## src/rtl/evpd_pkg.sv

```systemverilog
`timescale 1ns / 1ps

package evpd_pkg;

	localparam int QUEUE_DEPTH = 2;
	localparam int APB_ADDR_W = 5;

	typedef enum logic [2:0] {
		REG_USE_DEFAULT_PREFIX = 3'd0,
		REG_DEFAULT_KEY_PREFIX = 3'd1,
		REG_PREFIX_SHIFT       = 3'd2,
		REG_CHECK_ENABLE       = 3'd3,
		REG_KEY_MATCH          = 3'd4,
		REG_KEY_MASK           = 3'd5
	} reg_idx_t;

	typedef struct packed {
		logic        use_default_prefix;
		logic [31:0] default_key_prefix;
		logic [4:0]  prefix_shift;
		logic        check_enable;
		logic [31:0] key_match;
		logic [31:0] key_mask;
	} cfg_t;

	// one completed event, prefixes already applied
	typedef struct packed {
		logic [31:0] key;
		logic        with_pay;
		logic [31:0] pay;
		logic        spikeable;
	} event_t;

	typedef struct packed {
		logic full;
		logic not_empty;
	} queue_status_t;

endpackage

```

## src/rtl/evpd_front.sv

```systemverilog
`timescale 1ns / 1ps

module evpd_front (
	input  logic                  clk,
	input  logic                  arst_n,
	input  evpd_pkg::cfg_t        cfg,
	input  logic                  accept,
	input  logic [15:0]           halfword,
	input  logic                  start_req,
	output logic                  push,
	output evpd_pkg::event_t      ev
);
	import evpd_pkg::*;

	typedef enum logic [1:0] {
		PH_IDLE,
		PH_KEY_PREFIX,
		PH_PAY_PREFIX,
		PH_EVENTS
	} phase_t;

	phase_t      phase_q;
	logic [7:0]  events_left_q;
	logic        upper_q;
	logic        wide_q;
	logic        pay_present_q;
	logic        pp_mode_q;
	logic [31:0] key_prefix_q;
	logic [31:0] pay_prefix_q;
	logic [31:0] part_key_q;
	logic [15:0] part_pay_lo_q;
	logic [1:0]  word_q;

	logic [31:0] hw_lo;
	logic [31:0] hw_hi;
	phase_t      after_pp;

	assign hw_lo = {16'h0000, halfword};
	assign hw_hi = {halfword, 16'h0000};
	assign after_pp = (events_left_q != 8'd0) ? PH_EVENTS : PH_IDLE;

	// event completion and its record
	always_comb begin
		push = 1'b0;
		ev.key = 32'h0;
		ev.with_pay = 1'b0;
		ev.pay = 32'h0;
		ev.spikeable = 1'b0;
		if (accept && !start_req && phase_q == PH_EVENTS) begin
			unique case ({wide_q, pay_present_q})
				2'b00: begin
					push = 1'b1;
					ev.key = (upper_q ? hw_lo : hw_hi) | key_prefix_q;
					ev.with_pay = pp_mode_q;
					ev.pay = pay_prefix_q;
					ev.spikeable = !pp_mode_q;
				end
				2'b01: begin
					push = (word_q != 2'd0);
					ev.key = (upper_q ? {16'h0000, part_key_q[15:0]}
						: {part_key_q[15:0], 16'h0000}) | key_prefix_q;
					ev.with_pay = 1'b1;
					ev.pay = hw_lo | pay_prefix_q;
					ev.spikeable = 1'b1;
				end
				2'b10: begin
					push = (word_q != 2'd0);
					ev.key = {halfword, part_key_q[15:0]} | key_prefix_q;
					ev.with_pay = pp_mode_q;
					ev.pay = pay_prefix_q;
					ev.spikeable = !pp_mode_q;
				end
				2'b11: begin
					push = (word_q == 2'd3);
					ev.key = part_key_q | key_prefix_q;
					ev.with_pay = 1'b1;
					ev.pay = {halfword, part_pay_lo_q} | pay_prefix_q;
					ev.spikeable = 1'b1;
				end
			endcase
		end
	end

	always_ff @(posedge clk or negedge arst_n) begin
		if (!arst_n) begin
			phase_q <= PH_IDLE;
			events_left_q <= 8'd0;
			upper_q <= 1'b0;
			wide_q <= 1'b0;
			pay_present_q <= 1'b0;
			pp_mode_q <= 1'b0;
			key_prefix_q <= 32'h0;
			pay_prefix_q <= 32'h0;
			part_key_q <= 32'h0;
			part_pay_lo_q <= 16'h0;
			word_q <= 2'd0;
		end else if (accept) begin
			if (start_req) begin
				pp_mode_q <= halfword[13];
				pay_present_q <= halfword[10];
				wide_q <= halfword[11];
				events_left_q <= halfword[7:0];
				key_prefix_q <= cfg.default_key_prefix;
				pay_prefix_q <= 32'h0;
				part_key_q <= 32'h0;
				part_pay_lo_q <= 16'h0;
				word_q <= 2'd0;
				if (!halfword[15] && cfg.use_default_prefix) begin
					upper_q <= (cfg.prefix_shift == 5'd0);
				end else begin
					upper_q <= halfword[14];
				end
				priority if (halfword[15]) begin
					phase_q <= PH_KEY_PREFIX;
				end else if (halfword[13]) begin
					phase_q <= PH_PAY_PREFIX;
				end else begin
					phase_q <= (halfword[7:0] != 8'd0) ? PH_EVENTS : PH_IDLE;
				end
			end else begin
				unique case (phase_q)
					PH_IDLE: begin
					end
					PH_KEY_PREFIX: begin
						key_prefix_q <= upper_q ? hw_hi : hw_lo;
						word_q <= 2'd0;
						phase_q <= pp_mode_q ? PH_PAY_PREFIX : after_pp;
					end
					PH_PAY_PREFIX: begin
						priority if (!wide_q) begin
							pay_prefix_q <= hw_lo;
							word_q <= 2'd0;
							phase_q <= after_pp;
						end else if (word_q == 2'd0) begin
							pay_prefix_q <= hw_lo;
							word_q <= 2'd1;
						end else begin
							pay_prefix_q <= pay_prefix_q | hw_hi;
							word_q <= 2'd0;
							phase_q <= after_pp;
						end
					end
					PH_EVENTS: begin
						if (push) begin
							word_q <= 2'd0;
							events_left_q <= events_left_q - 8'd1;
							if (events_left_q == 8'd1) begin
								phase_q <= PH_IDLE;
							end
						end else begin
							unique case (word_q)
								2'd0: part_key_q <= hw_lo;
								2'd1: part_key_q <= part_key_q | hw_hi;
								2'd2: part_pay_lo_q <= halfword;
								default: begin
								end
							endcase
							word_q <= word_q + 2'd1;
						end
					end
				endcase
			end
		end
	end

endmodule

```

## src/rtl/evpd_queue.sv

```systemverilog
`timescale 1ns / 1ps

module evpd_queue #(
	parameter int DEPTH = evpd_pkg::QUEUE_DEPTH
) (
	input  logic                    clk,
	input  logic                    arst_n,
	input  logic                    push,
	input  evpd_pkg::event_t        wr_data,
	input  logic                    pop,
	output evpd_pkg::event_t        rd_data,
	output evpd_pkg::queue_status_t status
);
	import evpd_pkg::*;

	localparam int PW = (DEPTH > 1) ? $clog2(DEPTH) : 1;
	localparam int CW = $clog2(DEPTH + 1);
	localparam logic [PW-1:0] LAST = PW'(DEPTH - 1);
	localparam logic [CW-1:0] FULL_CNT = CW'(DEPTH);

	event_t        mem [DEPTH];
	logic [PW-1:0] wr_ptr_q;
	logic [PW-1:0] rd_ptr_q;
	logic [CW-1:0] count_q;

	assign rd_data = mem[rd_ptr_q];
	assign status.full = (count_q == FULL_CNT);
	assign status.not_empty = (count_q != '0);

	always_ff @(posedge clk) begin
		if (push) begin
			mem[wr_ptr_q] <= wr_data;
		end
	end

	always_ff @(posedge clk or negedge arst_n) begin
		if (!arst_n) begin
			wr_ptr_q <= '0;
			rd_ptr_q <= '0;
			count_q <= '0;
		end else begin
			if (push) begin
				wr_ptr_q <= (wr_ptr_q == LAST) ? '0 : wr_ptr_q + PW'(1);
			end
			if (pop) begin
				rd_ptr_q <= (rd_ptr_q == LAST) ? '0 : rd_ptr_q + PW'(1);
			end
			unique case ({push, pop})
				2'b10: count_q <= count_q + CW'(1);
				2'b01: count_q <= count_q - CW'(1);
				default: begin
				end
			endcase
		end
	end

endmodule

```

## src/rtl/evpd_back.sv

```systemverilog
`timescale 1ns / 1ps

module evpd_back (
	input  logic               clk,
	input  logic               arst_n,
	input  evpd_pkg::cfg_t     cfg,
	input  logic               ev_valid,
	input  evpd_pkg::event_t   ev,
	output logic               pop,
	output logic               rsp_valid,
	input  logic               rsp_ready,
	output logic               status,
	output logic [31:0]        mc_key,
	output logic [31:0]        mc_payload,
	output logic               has_payload,
	output logic               spike_valid,
	output logic [31:0]        spike_index,
	output logic [31:0]        discard_total
);
	import evpd_pkg::*;

	logic        out_valid_q;
	logic [31:0] discard_q;
	logic        ok;
	logic        spike;

	assign ok = !cfg.check_enable || ((ev.key & cfg.key_mask) == cfg.key_match);
	assign spike = ok && ev.spikeable && cfg.check_enable;
	assign pop = ev_valid && (!out_valid_q || rsp_ready);

	assign rsp_valid = out_valid_q;
	assign discard_total = discard_q;

	always_ff @(posedge clk or negedge arst_n) begin
		if (!arst_n) begin
			out_valid_q <= 1'b0;
			discard_q <= 32'h0;
		end else begin
			if (pop) begin
				out_valid_q <= 1'b1;
				if (!ok) begin
					discard_q <= discard_q + 32'd1;
				end
			end else if (rsp_ready) begin
				out_valid_q <= 1'b0;
			end
		end
	end

	always_ff @(posedge clk) begin
		if (pop) begin
			status <= !ok;
			mc_key <= ev.key;
			mc_payload <= (ok && ev.with_pay) ? ev.pay : 32'h0;
			has_payload <= ok && ev.with_pay;
			spike_valid <= spike;
			spike_index <= spike ? (ev.key & ~cfg.key_mask) : 32'h0;
		end
	end

	// discard count moves only with a discarded event
	a_discard_inc: assert property (@(posedge clk) disable iff (!arst_n)
		pop && !ok |=> discard_q == $past(discard_q) + 32'd1)
		else $error("discard count did not advance");

	a_discard_hold: assert property (@(posedge clk) disable iff (!arst_n)
		!(pop && !ok) |=> discard_q == $past(discard_q))
		else $error("discard count moved without a discard");

	a_discard_clean: assert property (@(posedge clk) disable iff (!arst_n)
		out_valid_q && status |-> !has_payload && !spike_valid && spike_index == 32'h0)
		else $error("discarded event carries payload or spike");

	a_spike_needs_check: assert property (@(posedge clk) disable iff (!arst_n)
		pop && spike |-> cfg.check_enable && ok)
		else $error("spike recorded without a passing check");

endmodule

```

## src/rtl/event_packet_to_multicast_decoder_top.sv

```systemverilog
`timescale 1ns / 1ps
// rsp_valid rises once the event ended by a halfword has passed through the queue and the output register
// throughput: one halfword per cycle; the parser takes a word whenever the event queue has room
// the queue (QUEUE_DEPTH entries) and the output register let the parser run while results stall
// configuration writes are registered in the access phase; prdata returns the addressed register
// reset (arst_n low, asynchronous) clears the registers, parser state, queue and discard count

module event_packet_to_multicast_decoder_top #(
	parameter int QUEUE_DEPTH = evpd_pkg::QUEUE_DEPTH
) (
	input  logic                          clk,
	input  logic                          arst_n,
	input  logic                          psel,
	input  logic                          penable,
	input  logic                          pwrite,
	input  logic [evpd_pkg::APB_ADDR_W-1:0] paddr,
	input  logic [31:0]                   pwdata,
	output logic [31:0]                   prdata,
	output logic                          pready,
	input  logic                          req_valid,
	output logic                          req_ready,
	input  logic [15:0]                   halfword,
	input  logic                          start_req,
	output logic                          rsp_valid,
	input  logic                          rsp_ready,
	output logic                          status,
	output logic [31:0]                   mc_key,
	output logic [31:0]                   mc_payload,
	output logic                          has_payload,
	output logic                          spike_valid,
	output logic [31:0]                   spike_index,
	output logic [31:0]                   discard_total
);
	import evpd_pkg::*;

	cfg_t          cfg_q;
	logic          wr_en;
	logic [2:0]    reg_sel;
	logic          accept;
	logic          push;
	logic          pop;
	event_t        ev_in;
	event_t        ev_out;
	queue_status_t q_status;

	assign pready = 1'b1;
	assign wr_en = psel && penable && pwrite;
	assign reg_sel = paddr[4:2];

	always_ff @(posedge clk or negedge arst_n) begin
		if (!arst_n) begin
			cfg_q <= '0;
		end else if (wr_en) begin
			unique case (reg_sel)
				REG_USE_DEFAULT_PREFIX: cfg_q.use_default_prefix <= pwdata[0];
				REG_DEFAULT_KEY_PREFIX: cfg_q.default_key_prefix <= pwdata;
				REG_PREFIX_SHIFT:       cfg_q.prefix_shift <= pwdata[4:0];
				REG_CHECK_ENABLE:       cfg_q.check_enable <= pwdata[0];
				REG_KEY_MATCH:          cfg_q.key_match <= pwdata;
				REG_KEY_MASK:           cfg_q.key_mask <= pwdata;
				default: begin
				end
			endcase
		end
	end

	always_comb begin
		unique case (reg_sel)
			REG_USE_DEFAULT_PREFIX: prdata = {31'h0, cfg_q.use_default_prefix};
			REG_DEFAULT_KEY_PREFIX: prdata = cfg_q.default_key_prefix;
			REG_PREFIX_SHIFT:       prdata = {27'h0, cfg_q.prefix_shift};
			REG_CHECK_ENABLE:       prdata = {31'h0, cfg_q.check_enable};
			REG_KEY_MATCH:          prdata = cfg_q.key_match;
			REG_KEY_MASK:           prdata = cfg_q.key_mask;
			default:                prdata = 32'h0;
		endcase
	end

	assign req_ready = !q_status.full;
	assign accept = req_valid && req_ready;

	evpd_front u_front (
		.clk       (clk),
		.arst_n    (arst_n),
		.cfg       (cfg_q),
		.accept    (accept),
		.halfword  (halfword),
		.start_req (start_req),
		.push      (push),
		.ev        (ev_in)
	);

	evpd_queue #(
		.DEPTH (QUEUE_DEPTH)
	) u_queue (
		.clk     (clk),
		.arst_n  (arst_n),
		.push    (push),
		.wr_data (ev_in),
		.pop     (pop),
		.rd_data (ev_out),
		.status  (q_status)
	);

	evpd_back u_back (
		.clk           (clk),
		.arst_n        (arst_n),
		.cfg           (cfg_q),
		.ev_valid      (q_status.not_empty),
		.ev            (ev_out),
		.pop           (pop),
		.rsp_valid     (rsp_valid),
		.rsp_ready     (rsp_ready),
		.status        (status),
		.mc_key        (mc_key),
		.mc_payload    (mc_payload),
		.has_payload   (has_payload),
		.spike_valid   (spike_valid),
		.spike_index   (spike_index),
		.discard_total (discard_total)
	);

endmodule

```

## config.mk

```make
export PLATFORM = sky130hd
export DESIGN_NAME = event_packet_to_multicast_decoder_top
export DESIGN_NICKNAME = d
export VERILOG_FILES = /design/src/rtl/evpd_pkg.sv /design/src/rtl/evpd_front.sv /design/src/rtl/evpd_queue.sv /design/src/rtl/evpd_back.sv /design/src/rtl/event_packet_to_multicast_decoder_top.sv
export SDC_FILE = /design/constraint.sdc
export NUM_CORES = 1
export LEC_CHECK = 0
export BUFFER_PORTS_ARGS = -buffer_cell sky130_fd_sc_hd__clkbuf_2
export CAP_MARGIN = 20
export CORE_UTILIZATION = 30
export DETAILED_ROUTE_END_ITERATION = 8
export PLACE_DENSITY = 0.57
export SLEW_MARGIN = 25
export SYNTH_ARGS = -nofsm -noshare
export SYNTH_HDL_FRONTEND = slang
export SYNTH_HIERARCHICAL = 1
export SYNTH_SLANG_ARGS = --single-unit
```

## constraint.sdc

```tcl
create_clock -name clk -period 14.35 [get_ports clk]
set_clock_uncertainty 0.1 [all_clocks]
set_input_delay 3.5875 -clock clk [delete_from_list [all_inputs] [get_ports clk]]
set_output_delay 3.5875 -clock clk [all_outputs]
set_load 0.05 [all_outputs]
```

==> run summary, run 1 <==
Die ar. - 0.0754 sq mm
IR drop worst, VDD - 0.0000885 V
Hold depth - 1
FFs w/ async S/R, synth - 0.537
Top post-synthesis cells by area - edfxtp_1 31%, dfrtp_1 30%, mux2_2 7.7%
Violations in the final reports - design-rule violations
Largest net degree at the start of global routing - 113
Clock latency reported for the late side of the worst-skew pair - 0.60 ns
Area of the placeable core - 0.0732 sq mm
Area added between synthesis and finish - 16.0%
Main flop type after synthesis - dfrtp_1
Hold bufs inserted after CTS - 0
Number of flip-flops and latches in the synthesized netlist - 499
Combined global-route utilization of all metal layers - 0.163
Initial DRC Count - 1234
Crit path max-delay family - buffers and inverters
Unrepaired setup endpoints after global routing - false
Slowest-stage cell, CP - buf_4
Number of setup violations in the final report - 0
Slew of the pin with the lowest slew margin - 0.999 ns
Number of flops mapped to enable cells by yosys - 231
Fill cell total of the finished layout - 7123
Share of Yosys cell area claimed by the top area cell type - 0.311
Post-Syn Instances - 1736
Total standard cell area after synthesis - 0.0223 sq mm
Hold Path Sink - u_back/discard_total[31]$_DFFE_PN0P_
Final number of hold-violating endpoints - 0
Status - complete, but fails checks
Part of the Yosys area used for sequential elements - 0.612
Critical register-to-register path endpoint - u_back/spike_index[3]$_SDFFCE_PN0P_
Register-to-Register Setup Slack - 9.61 ns
Relative slew slack - 0.331
Most numerous cell types in the synthesized netlist - 268 x dfrtp_1, 231 x edfxtp_1, 165 x nor2_1
Chain of cells forming the critical path - clkbuf_2, buf_4, nor2b_2, buf_4, a22oi_1, nor2_1, clkbuf_2
Start point of the worst min-delay path - u_back/discard_total[31]$_DFFE_PN0P_
Footprint of the multi-input gates - 0.00803 sq mm
CTS buffer count - 52
CTS tree - yes
Warning count from the yosys run - 6
Static Leakage - 10.8 nW
Max Fanout on Critical Path - 38
Post-synth net total - 1813
Grt total ovfl - 0
Power Dens Cells - 194 mW/mm^2
Largest stage delay on the critical path - 0.49 ns
Element type at the critical path end - primary output
Share of layout cells above drive strength 1 - 0.270
Largest area contributor in the synthesized netlist - edfxtp_1
Routability congestion estimate from global placement - 0.799
Horizontal extent of the die - 275 microns
CTS Root Cell - clkbuf_16
Core occupancy in the finished layout - 0.353
Remaining antenna violation count after routing - 0
Tightest Hold Check Type - reg2reg
Cells resized by post-CTS repair - 0
Clk buf depth - 3
Setup crit start - paddr[2]
Wire length of the first global-routing pass - 94100 microns
Sum of buffers and inverters on the critical path - 4
Number of antenna violations at the first check in global routing - 11
Critical path class - in2out
Port Buffers - 223
Routed Wire Length - 62500 microns
Upper clock frequency limit - 0.108 GHz
Final clock period utilization by the worst path - 0.643
Area taken by flip-flops and latches - 0.0136 sq mm
Kind of start point of the critical path - input port
Routed wire per std cell - 21.5 microns
Max H-tree Level - 2
Average via count per standard cell - 5.17
Pre-Repair DR Iteration Count - 8
Clock slew at reported path FFs - 0.06 ns
Count of distinct cell types in the synthesized netlist - 70
R2R cell count - 9
Most numerous cell in the Yosys netlist - dfrtp_1
Number of primary I/O pins - 227
CP required - 10.66 ns
Final number of max-transition violations - 0
Setup repair bufs after CTS - 0
Final routed DRC violation total - 13
Critical path data arrival time - 5.54 ns
Net count, final - 1989
Vertical die dimension - 275 microns
Launch point of the worst reg-to-reg path - u_queue/rd_ptr_q$_DFFE_PN0P_
HPWL after detailed placement - 41300 microns
MaxCap Viol Count - 0
Clock tree sinks - 499
Setup TNS - 0 ns
Initial core utilization - 0.305
Total via count in the routed design - 15100
Vias in the first global route - 15100
Average size of a mapped cell - 12.8 sq um
Number of core rows - 99
Time the worst path needs with I/O delays and setup - 9.23 ns
==> flip-flops by register name, indices dropped and copies added (netlist names), 2 cells and up <==
name                   flops
u_queue/mem              132
u_front/word_q             2
cfg_q                    103
u_queue/count_q            2
u_back/discard_total      32
u_back/spike_index        32
u_back/mc_payload         32
u_front/key_prefix_q      32
u_front/part_key_q        32
u_back/mc_key             32
u_front/part_pay_lo_q     16
u_front/events_left_q      8
u_front/phase_q            2
u_front/pay_prefix_q      32
==> final cells by class <==
class	instances	share of cell area
Clock buffer	77	0.0567
Timing Repair Buffer	247	0.0515
Inverter	22	0.00319
Tap cell	959	0.0464
Multi-Input combinational cell	1090	0.310
Clock inverter	18	0.00406
Sequential cell	499	0.528
Antenna cell	3	0.000290
==> worst reg2reg max path: cells and delay by family, from the launching register on <==
kind            cells  cell delay [ns]
mux                 1             0.50
compound gates      1             0.48
simple gates        5             1.80
buf+inv             2             0.85
flops               1             0.80
==> cell usage in the layout (no fill, tap or decap), types with 38 or more instances in the layout <==
cell       instances
a21oi_1          102
a22o_1            48
a22oi_1           38
and3_1            64
clkbuf_16         53
clkbuf_2         222
dfrtp_1          267
edfxtp_1         231
mux2_2           153
nand2_1           56
nor2_1           164
nor3b_1           49
o21ai_0           56
==> per-layer routing <==
metal  GRT usage  vias to the layer above  routed length (microns)
li1            -                     6833                        -
met1       0.208                     7716                    26300
met2       0.271                      407                    31000
met3      0.0365                      106                     3290
met4      0.0550                       16                     1840
met5           0                        -                      104
==> power breakdown <==
group	internal (mW)	switching (mW)	total, mW
registers	1.88	0.246	2.12
clock network	0.707	0.559	1.27
logic	0.509	1.11	1.62
==> cell families (layout without fill, tap and decap cells) <==
kind of cell,count (synthesis),after routing,share of synthesized area
other,1,4,0.000168
buffers and inverters,147,364,0.0302
AO/OA/AOI/OAI,359,359,0.110
multiplexers,208,208,0.110
flip-flops,499,499,0.612
adder cells (fa/ha/maj),16,16,0.00898
AND/OR/NAND/NOR,470,470,0.114
XOR/XNOR,36,36,0.0141
==> per-stage QoR <==
step           hold WS (ns)  worst slack (ns)  power (mW)  cells  area, sq um
6_report              0.370              5.12        5.01   2915        25900
3_3_place_gp          0.358              5.11        3.74   2815        24200
3_5_place_dp          0.367              5.12        3.78   2817        24300
4_1_cts               0.378              5.14        5.06   2912        25800
2_1_floorplan         0.347              5.57        3.31   1736        22300
5_1_grt               0.394              5.02        5.26   2914        25900
==> worst max path at each step <==
stage          depth (start not counted)    endpoint  slack, ns
2_1_floorplan                          5   prdata[1]       5.57
3_3_place_gp                           7  prdata[29]       5.11
3_5_place_dp                           7  prdata[29]       5.12
4_1_cts                                7  prdata[29]       5.14
5_1_grt                                7  prdata[29]       5.02
6_report                               7  prdata[29]       5.12
Power figures use the tool's default switching activity.
==> run 2, diff against run 1 <==
==> constraint.sdc (replaced) <==
create_clock -name clk -period 8.7 [get_ports clk]
set_clock_uncertainty 0.1 [all_clocks]
set_input_delay 2.175 -clock clk [delete_from_list [all_inputs] [get_ports clk]]
set_output_delay 2.175 -clock clk [all_outputs]
set_load 0.05 [all_outputs]
==> run summary, run 2 (synthesized netlist as in run 1, its figures left out) <==
Clock latency reported for the late side of the worst-skew pair - 0.60 ns (about the same)
Slowest-stage cell, CP - mux4_2 (was buf_4)
CTS tree - yes (unchanged)
Status - complete, but fails checks (unchanged)
Time the worst path needs with I/O delays and setup - 6.30 ns
Final clock period utilization by the worst path - 0.725
Logic depth of the worst path, buffers included - 6 (was 7)
Routed wire per std cell - 21.5 microns (about the same)
Slew of the pin with the lowest slew margin - 1.06 ns (was 0.999 ns)
Clock tree sinks - 499 (unchanged)
HPWL after detailed placement - 41600 microns (was 41300 microns)
Number of antenna violations at the first check in global routing - 13 (was 11)
R2R cell count - 7 (was 9)
Register containing the most flip-flops in the final layout - u_queue/mem (unchanged)
Unrepaired setup endpoints after global routing - false (unchanged)
Vertical die dimension - 275 microns (unchanged)
Crit path max-delay family - buffers and inverters (unchanged)
CTS buffer count - 52 (unchanged)
Number of core rows - 99 (unchanged)
Area added between synthesis and finish - 17.2% (was 16.0%)
Biggest regs - u_queue/mem: 132 flops, cfg_q: 103 flops (unchanged)
Static Leakage - 10.9 nW (was 10.8 nW)
Max H-tree Level - 2 (unchanged)
Hold depth - 2 (was 1)
Setup repair bufs after CTS - 0 (unchanged)
MaxCap Viol Count - 0 (unchanged)
Largest stage delay on the critical path - 0.55 ns (was 0.49 ns)
Relative slew slack - 0.293 (was 0.331)
Routed Wire Length - 62900 microns (was 62500 microns)
CP required - 6.43 ns (was 10.66 ns)
Cells resized by post-CTS repair - 0 (unchanged)
Routability congestion estimate from global placement - 0.811 (was 0.799)
Power Dens Cells - 327 mW/mm^2 (was 194 mW/mm^2)
Vias in the first global route - 15200 (was 15100)
Largest net degree at the start of global routing - 180 (was 113)
Pre-Repair DR Iteration Count - 9 (was 8)
Element type at the critical path end - primary output (unchanged)
Number of primary I/O pins - 227 (unchanged)
Most frequent standard cell in the layout excluding fill and tap cells - dfrtp_1 (unchanged)
Chain of cells forming the critical path - clkbuf_2, buf_4, mux4_2, inv_1, o22ai_1, clkbuf_2 (was clkbuf_2, buf_4, nor2b_2, buf_4, a22oi_1, nor2_1, clkbuf_2)
Max Fanout on Critical Path - 23 (was 38)
Final routed DRC violation total - 14 (was 13)
Horizontal extent of the die - 275 microns (unchanged)
Remaining antenna violation count after routing - 0 (unchanged)
Average via count per standard cell - 5.19 (was 5.17)
Hold Slack - 0.383 ns (was 0.370 ns)
Critical Path Most Common Cell - clkbuf_2
Share of layout cells above drive strength 1 - 0.272 (was 0.270)
Tightest Hold Check Type - reg2reg (unchanged)
Wire length of the first global-routing pass - 94100 microns (about the same)
CTS Root Cell - clkbuf_16 (unchanged)
Area of the placeable core - 0.0732 sq mm (unchanged)
Critical path data arrival time - 4.03 ns (was 5.54 ns)
Grt total ovfl - 0 (unchanged)
Die ar. - 0.0754 sq mm (unchanged)
Violations in the final reports - design-rule violations (unchanged)
Combined global-route utilization of all metal layers - 0.163 (about the same)
Final number of hold-violating endpoints - 0 (unchanged)
Initial core utilization - 0.305 (unchanged)
Port Buffers - 223 (unchanged)
Clk buf depth - 3 (unchanged)
Initial DRC Count - 1188 (was 1234)
Post-layout power - 8.55 mW (was 5.01 mW)
Kind of start point of the critical path - input port (unchanged)
Setup TNS - 0 ns (unchanged)
Hold bufs inserted after CTS - 0 (unchanged)
Total via count in the routed design - 15100 (about the same)
IR drop worst, VDD - 0.000150 V (was 0.0000885 V)
Number of flip-flops under the largest register name - 132 (unchanged)
Upper clock frequency limit - 0.159 GHz
Clock slew at reported path FFs - 0.06 ns (about the same)
Critical path class - in2out (unchanged)
Final number of max-transition violations - 0 (unchanged)
Register-to-Register Setup Slack - 3.78 ns (was 9.61 ns)
Net count, final - 1988 (was 1989)
Sum of buffers and inverters on the critical path - 4 (unchanged)
Number of setup violations in the final report - 0 (unchanged)
Leading cell types in the layout, fill and taps excluded - 267 x dfrtp_1, 231 x edfxtp_1, 222 x clkbuf_2, 164 x nor2_1, 153 x mux2_2 (unchanged)
run 2: area by class of cell:
cell class | count | area [sq um]
multi-input combinational | 1090 | 8030
antenna | 5 | 12.5
sequential | 499 | 13600
fill | 7037 | 47100
timing repair buffer | 246 | 1350
clock inverter | 24 | 359
clock buffer | 73 | 1450
inverter | 22 | 82.6
tap | 959 | 1200
run 2: worst reg2reg max path, stage by stage (launching register included):
cell and delay, ns:
dfrtp_4 0.75, mux2_2 0.53, a21o_1 0.18, a211oi_1 0.25, nand4_1 0.46, nor4_4 0.81, nand3_2 0.94, nor3b_1 0.68
run 2: metal layers:
layer / part of all wire / global-route usage
met1: 0.42 / 0.208
met2: 0.50 / 0.274
met3: 0.055 / 0.0310
met4: 0.031 / 0.0621
met5: 0.0015 / 0
run 2: path summary, 6_finish.rpt:
check                                                     start                              endpoint
setup / recovery                                       paddr[2]                             prdata[0]
hold / removal             u_front/key_prefix_q[27]$_DFFE_PN0P_  u_front/key_prefix_q[27]$_DFFE_PN0P_
setup reg to reg                   u_queue/rd_ptr_q$_DFFE_PN0P_   u_back/spike_index[3]$_SDFFCE_PN0P_
hold reg to reg            u_front/key_prefix_q[27]$_DFFE_PN0P_  u_front/key_prefix_q[27]$_DFFE_PN0P_
max in group asynchronous                                arst_n          u_queue/rd_ptr_q$_DFFE_PN0P_
min in group asynchronous                                arst_n                 cfg_q[56]$_DFFE_PN0P_
run 2: stage by stage:
step,util,instances,worst slack (ns),instance area (sq um)
global placement,0.331,2814,2.38,24200
floorplan,-,1736,1.74,22300
global route,0.357,2917,2.27,26100
CTS,0.356,2912,2.37,26100
finish,0.357,2918,2.40,26100
detailed placement,0.332,2815,2.37,24300
run 2: power breakdown:
group          switching [mW]  internal (mW)
Combinational            1.85          0.843
Sequential              0.392           3.10
Clock                   0.935           1.43
Total                    3.18           5.37
